File: src/rtl/core/kred_pkg.sv
package kred_pkg;

  localparam int WORD_W   = 32;
  localparam int PROD_W   = 64;
  localparam int LOW_W    = 12;          // one K-RED digit, q = 3*2^12 + 1
  localparam int TOP_SHIFT = 2 * LOW_W;  // second digit boundary for double reduction

  typedef enum logic [2:0] {
    OP_RED      = 3'd0,
    OP_MUL_RED  = 3'd1,
    OP_DRED     = 3'd2,
    OP_MUL_DRED = 3'd3,
    OP_MAC_RED  = 3'd4
  } opcode_t;

  // Word handed from the multiply stage to the reduce stage.
  typedef struct packed {
    opcode_t                     op;
    logic signed [PROD_W-1:0]    x;       // product, or sign-extended operand_a
    logic signed [WORD_W-1:0]    addend;
  } prd_t;

endpackage

File: src/rtl/core/kred_mul_stage.sv
module kred_mul_stage (
  input  logic                               clk,
  input  logic                               rst,
  input  logic                               in_valid,
  output logic                               in_ready,
  input  logic [2:0]                         opcode,
  input  logic signed [kred_pkg::WORD_W-1:0] operand_a,
  input  logic signed [kred_pkg::WORD_W-1:0] operand_b,
  input  logic signed [kred_pkg::WORD_W-1:0] addend,
  output logic                               prd_valid,
  input  logic                               prd_ready,
  output kred_pkg::prd_t                     prd
);

  logic                               in_reg_valid;
  kred_pkg::opcode_t                  op_reg;
  logic signed [kred_pkg::WORD_W-1:0] a_reg;
  logic signed [kred_pkg::WORD_W-1:0] b_reg;
  logic signed [kred_pkg::WORD_W-1:0] c_reg;
  logic signed [kred_pkg::PROD_W-1:0] product;
  kred_pkg::prd_t                     prd_next;
  logic                               load_in;
  logic                               load_prd;

  assign load_prd = in_reg_valid && (!prd_valid || prd_ready);
  assign in_ready = !in_reg_valid || load_prd;
  assign load_in  = in_valid && in_ready;

  assign product = a_reg * b_reg;

  always_comb begin
    prd_next.op     = op_reg;
    prd_next.addend = c_reg;
    case (op_reg)
      kred_pkg::OP_RED, kred_pkg::OP_DRED: begin
        prd_next.x = kred_pkg::PROD_W'(a_reg);
      end
      default: begin
        prd_next.x = product;
      end
    endcase
  end

  always_ff @(posedge clk) begin
    if (rst) begin
      in_reg_valid <= 1'b0;
      prd_valid    <= 1'b0;
    end else begin
      if (in_ready) begin
        in_reg_valid <= in_valid;
      end
      if (!prd_valid || prd_ready) begin
        prd_valid <= in_reg_valid;
      end
    end
  end

  always_ff @(posedge clk) begin
    if (load_in) begin
      op_reg <= kred_pkg::opcode_t'(opcode);
      a_reg  <= operand_a;
      b_reg  <= operand_b;
      c_reg  <= addend;
    end
    if (load_prd) begin
      prd <= prd_next;
    end
  end

endmodule

File: src/rtl/core/kred_red_stage.sv
module kred_red_stage (
  input  logic                               clk,
  input  logic                               rst,
  input  logic                               prd_valid,
  output logic                               prd_ready,
  input  kred_pkg::prd_t                     prd,
  output logic                               out_valid,
  input  logic                               out_ready,
  output logic signed [kred_pkg::WORD_W-1:0] reduced
);

  logic signed [kred_pkg::PROD_W-1:0] x_sum;
  logic [kred_pkg::WORD_W-1:0]        lo;
  logic [kred_pkg::WORD_W-1:0]        mid;
  logic [kred_pkg::WORD_W-1:0]        hi;
  logic [kred_pkg::WORD_W-1:0]        top;
  logic [kred_pkg::WORD_W-1:0]        single_r;
  logic [kred_pkg::WORD_W-1:0]        double_r;
  logic [kred_pkg::WORD_W-1:0]        reduced_next;
  logic                               load_out;

  assign prd_ready = !out_valid || out_ready;
  assign load_out  = prd_valid && prd_ready;

  // Only the multiply-add opcode folds in the addend.
  assign x_sum = (prd.op == kred_pkg::OP_MAC_RED) ?
                 prd.x + kred_pkg::PROD_W'(prd.addend) : prd.x;

  assign lo  = kred_pkg::WORD_W'(x_sum[kred_pkg::LOW_W-1:0]);
  assign mid = kred_pkg::WORD_W'(x_sum[kred_pkg::TOP_SHIFT-1:kred_pkg::LOW_W]);
  assign hi  = x_sum[kred_pkg::LOW_W+kred_pkg::WORD_W-1:kred_pkg::LOW_W];
  assign top = x_sum[kred_pkg::TOP_SHIFT+kred_pkg::WORD_W-1:kred_pkg::TOP_SHIFT];

  assign single_r = (lo << 1) + lo - hi;
  assign double_r = (lo << 3) + lo - ((mid << 1) + mid) + top;

  always_comb begin
    case (prd.op)
      kred_pkg::OP_RED, kred_pkg::OP_MUL_RED, kred_pkg::OP_MAC_RED: begin
        reduced_next = single_r;
      end
      kred_pkg::OP_DRED, kred_pkg::OP_MUL_DRED: begin
        reduced_next = double_r;
      end
      default: begin
        reduced_next = '0;
      end
    endcase
  end

  always_ff @(posedge clk) begin
    if (rst) begin
      out_valid <= 1'b0;
    end else if (prd_ready) begin
      out_valid <= prd_valid;
    end
  end

  always_ff @(posedge clk) begin
    if (load_out) begin
      reduced <= $signed(reduced_next);
    end
  end

endmodule

File: src/rtl/core/kred_multiply_reduce_unit.sv
// Channel   Dir  Signals                  Contents
// s_*       in   tvalid tready tdata tuser  tuser: opcode; tdata: operand_a, operand_b, addend
// m_*       out  tvalid tready tdata        tdata: reduced
//
// Three register stages: input word, 64-bit product, reduced result.
// One word per cycle unless m_tready stalls; m_tvalid follows via the product and result registers.
// The 32x32 signed multiplier sets the first stage, the 64-bit add and
// K-RED shift/add network set the second.
// Each stage advances on its own, so bubbles collapse and s_tready stays high
// while the output register is empty. rst clears only the valid flags.
module kred_multiply_reduce_unit (
  input  logic         clk,
  input  logic         rst,
  input  logic         s_tvalid,
  output logic         s_tready,
  input  logic [95:0]  s_tdata,   // [31:0] operand_a, [63:32] operand_b, [95:64] addend
  input  logic [2:0]   s_tuser,   // [2:0] opcode
  output logic         m_tvalid,
  input  logic         m_tready,
  output logic [31:0]  m_tdata    // [31:0] reduced
);

  logic                               prd_valid;
  logic                               prd_ready;
  kred_pkg::prd_t                     prd;
  logic signed [kred_pkg::WORD_W-1:0] reduced;

  // Multiply stage: hold the input word, form the product or pass operand_a.
  kred_mul_stage u_mul (
    .clk       (clk),
    .rst       (rst),
    .in_valid  (s_tvalid),
    .in_ready  (s_tready),
    .opcode    (s_tuser),
    .operand_a ($signed(s_tdata[31:0])),
    .operand_b ($signed(s_tdata[63:32])),
    .addend    ($signed(s_tdata[95:64])),
    .prd_valid (prd_valid),
    .prd_ready (prd_ready),
    .prd       (prd)
  );

  // Reduce stage: add the addend (multiply-add only), apply single or double K-RED, register result.
  kred_red_stage u_red (
    .clk       (clk),
    .rst       (rst),
    .prd_valid (prd_valid),
    .prd_ready (prd_ready),
    .prd       (prd),
    .out_valid (m_tvalid),
    .out_ready (m_tready),
    .reduced   (reduced)
  );

  assign m_tdata = reduced;

  // An empty output register must never back-pressure the input.
  a_ready_when_empty: assert property (@(posedge clk) disable iff (rst)
    !m_tvalid |-> s_tready)
    else $error("s_tready low with empty output register");

  // A new result only appears from a word held in the product stage.
  a_result_source: assert property (@(posedge clk) disable iff (rst)
    $rose(m_tvalid) |-> $past(prd_valid))
    else $error("result appeared without a product word");

  // Reset empties the pipeline.
  a_reset_clears: assert property (@(posedge clk)
    rst |=> !m_tvalid && !prd_valid)
    else $error("pipeline not empty after reset");

endmodule

File: config.mk
export PLATFORM = sky130hd
export DESIGN_NAME = kred_multiply_reduce_unit
export DESIGN_NICKNAME = d
export VERILOG_FILES = /design/src/rtl/core/kred_pkg.sv /design/src/rtl/core/kred_mul_stage.sv /design/src/rtl/core/kred_red_stage.sv /design/src/rtl/core/kred_multiply_reduce_unit.sv
export SDC_FILE = /design/constraint.sdc
export NUM_CORES = 2
export LEC_CHECK = 0
export BUFFER_PORTS_ARGS = -buffer_cell sky130_fd_sc_hd__buf_2
export CORE_UTILIZATION = 60
export DETAILED_ROUTE_END_ITERATION = 10
export MAX_ROUTING_LAYER = met4
export PLACE_DENSITY_LB_ADDON = 0.1
export SLEW_MARGIN = 10
export SYNTH_ARGS = -nofsm -noshare
export SYNTH_HDL_FRONTEND = slang
export SYNTH_HIERARCHICAL = 1
export SYNTH_SLANG_ARGS = --single-unit
export TNS_END_PERCENT = 100
File: constraint.sdc
create_clock -name clk -period 8.65 [get_ports clk]
set_input_delay 2.595 -clock clk [delete_from_list [all_inputs] [get_ports clk]]
set_output_delay 2.595 -clock clk [all_outputs]
set_load 0.03 [all_outputs]
==> impl_results.md <==
- Die width: 287 um
- Reg2reg end: u_mul/prd[83]
- Layout Nets: 6,550
- Worst-path clk slew: 0.06 ns
- Max-cap violations: 0
- Fillers: 6,739
- Crit-path cells: buf_4, nand2_1, fa_1, fa_1, inv_1, fa_1, fa_1, fa_1, fa_1, fa_1, fa_1, ha_1, nand2_1, nor2_1, nand2_1, or3_1, a211oi_1, buf_4, nor2_1, a21boi_0, xnor2_1, a21oi_1
- Die Y: 287 um
- Post-DR vias/cell: 5.72
- Final period utilization: 0.961
- Global-route wire length before repair: 209,000 um
- Max Slew Vio Count: 0
- Min-delay worst type: register to register
- Post-Place Cell Area: 0.0509 mm^2
- Hpwl dp: 105,000 um
- Synthesized cell area: 0.0487 mm^2
- Root Driver: clkbuf_16
- Synth-to-layout area growth: 6.71%
- Hold Crit Endpoint: u_mul/prd[97]
- Largest net degree at the start of global routing: 63
- Tmin final: 8.31 ns
- Largest Register: u_mul/prd
- Gr usage total: 0.337
- R2R Setup Slk: 0.34 ns
- Crit Path Category: register to register
- Initial antenna violation count: 2
- Post-Syn Nets: 6,494
- Routed via count: 35,500
- Sink Count: 225
- R2R depth: 22
- Worst-Skew Late Latency: 0.63 ns
- Crit. End Element: register
- Crit path top cell by count: fa_1
- I/O Buffers: 136
- Slowest-stage cell, CP: edfxtp_1
- Max FFs per register: 91
- Slew Limit Headroom: 0.234
- Yosys warns: 6
- Remaining antenna violation count: 0
- Detailed-route DRC error count: 0
- Critical path fanouts, max: 15
- WL final: 128,000 um
- Placeable core area: 0.0804 mm^2
- Final Hold Viols: 0
- Overflow after GRT: 0
- First-pass detailed-route iteration total: 6
- Htree depth: 1
- Layout cells sized above 1: 0.0786
- Clock Path Buffers: 3
- CTS buffer count: 29
- Fmax achieved: 120 MHz
- Arr. time, crit path: 8.63 ns
- DR WL/cell: 20.6 um
- Storage cell area: 0.00673 mm^2
- Area of the multi-input gates: 0.0375 mm^2
- Critical path's largest stage delay: 0.92 ns
- Avg Inst Size Synth: 9.62 um^2
- Worst Path Required: 8.96 ns
- Hold_sp: u_mul/op_reg[1]
- Vias in the first global route: 38,200
- Final instance area: 0.0520 mm^2
- CTS tree: done
- Slew at the pin with the worst max-slew slack: 1.15 ns
- Status: finished clean
- Die ar.: 0.0823 mm^2
- # setup viols final: 0
- # IOs: 137
- Row cnt: 104
- Crit path from: u_mul/b_reg[17]
- Initial DRC count: 2,277
- Mapped Cells: 5,063
- Launching point of the worst reg2reg path: u_mul/b_reg[17]
- Crit path launch type: register
- Gpl congestion: 0.968
- Post-Route Utilization: 0.646
- Setup Skew: 0.0219 ns
- Hold Buf Count CTS: 0
- Initial Utilization: 0.606
- Hold Crit Depth: 0
## timing repair
item                                    4_1_cts  5_1_grt
resized for setup                             0       18
endpoints found under the setup margin        0        9
setup buffers                                 0        6
## cell usage in the layout, fill, tap and decap left out, types with 6 or more instances in the layout
master	count
and4_1	6
a31oi_1	17
nor3_1	28
nand2b_1	14
o21bai_1	32
nand4_1	31
a311o_1	6
a21o_1	87
clkinv_1	7
or2_2	6
xor2_1	84
nor2_1	142
o21ai_0	111
or3_1	15
o21a_1	20
a21oi_1	168
and2_1	517
buf_4	148
inv_1	931
fa_1	1019
o21ai_1	19
nand3_1	31
o31ai_1	7
clkbuf_16	29
and3_1	22
nand2_1	669
buf_2	136
a211o_1	8
o211ai_1	14
buf_12	6
ha_1	307
a211oi_1	15
o22ai_1	25
nor2b_1	10
xnor2_1	73
edfxtp_1	222
a21oi_2	8
## layout make-up
| class | count | area share |
|---|---|---|
| clock inverter | 22 | 0.00404 |
| multi-input combinational | 3639 | 0.722 |
| tap | 1060 | 0.0255 |
| antenna | 1 | 0.0000481 |
| clock buffer | 30 | 0.0140 |
| timing repair buffer | 293 | 0.0375 |
| inverter | 931 | 0.0672 |
| sequential | 225 | 0.129 |
## worst max path at each step
stage / to / cells past startpoint
floorplan: u_red/reduced[30] / 34
global placement: u_red/reduced[31] / 39
detailed placement: u_red/reduced[31] / 39
CTS: u_red/reduced[31] / 39
global route: u_red/reduced[31] / 39
finish: u_mul/prd[83] / 22
## per-layer routing
metal | track usage | share of wire
met2 | 0.529 | 0.47
met5 | - | 0
met3 | 0.0529 | 0.073
met4 | 0.0975 | 0.031
met1 | 0.456 | 0.43
## critical path: cells and delay by family, from the launching register on
family,cells,cell delay [ns]
adder cells (fa/ha/maj),9,4.49
AND/OR/NAND/NOR,6,1.01
buffers and inverters,3,0.63
flip-flops,1,0.92
XOR/XNOR,1,0.16
AO/OA/AOI/OAI,3,0.77
## stage by stage
stage	setup WS, ns	hold slack (ns)	setup TNS [ns]	std cells
CTS	0.0755	0.416	0	6194
detailed placement	0.115	0.406	0	6142
global route	-0.00598	0.425	-0.00598	6201
finish	0.337	0.415	0	6201
floorplan	0.428	0.400	0	5063
global placement	0.268	0.402	0	6142
Power is not shown: default switching activity piles up to over one toggle a cycle in this logic, so the estimate is an artifact.
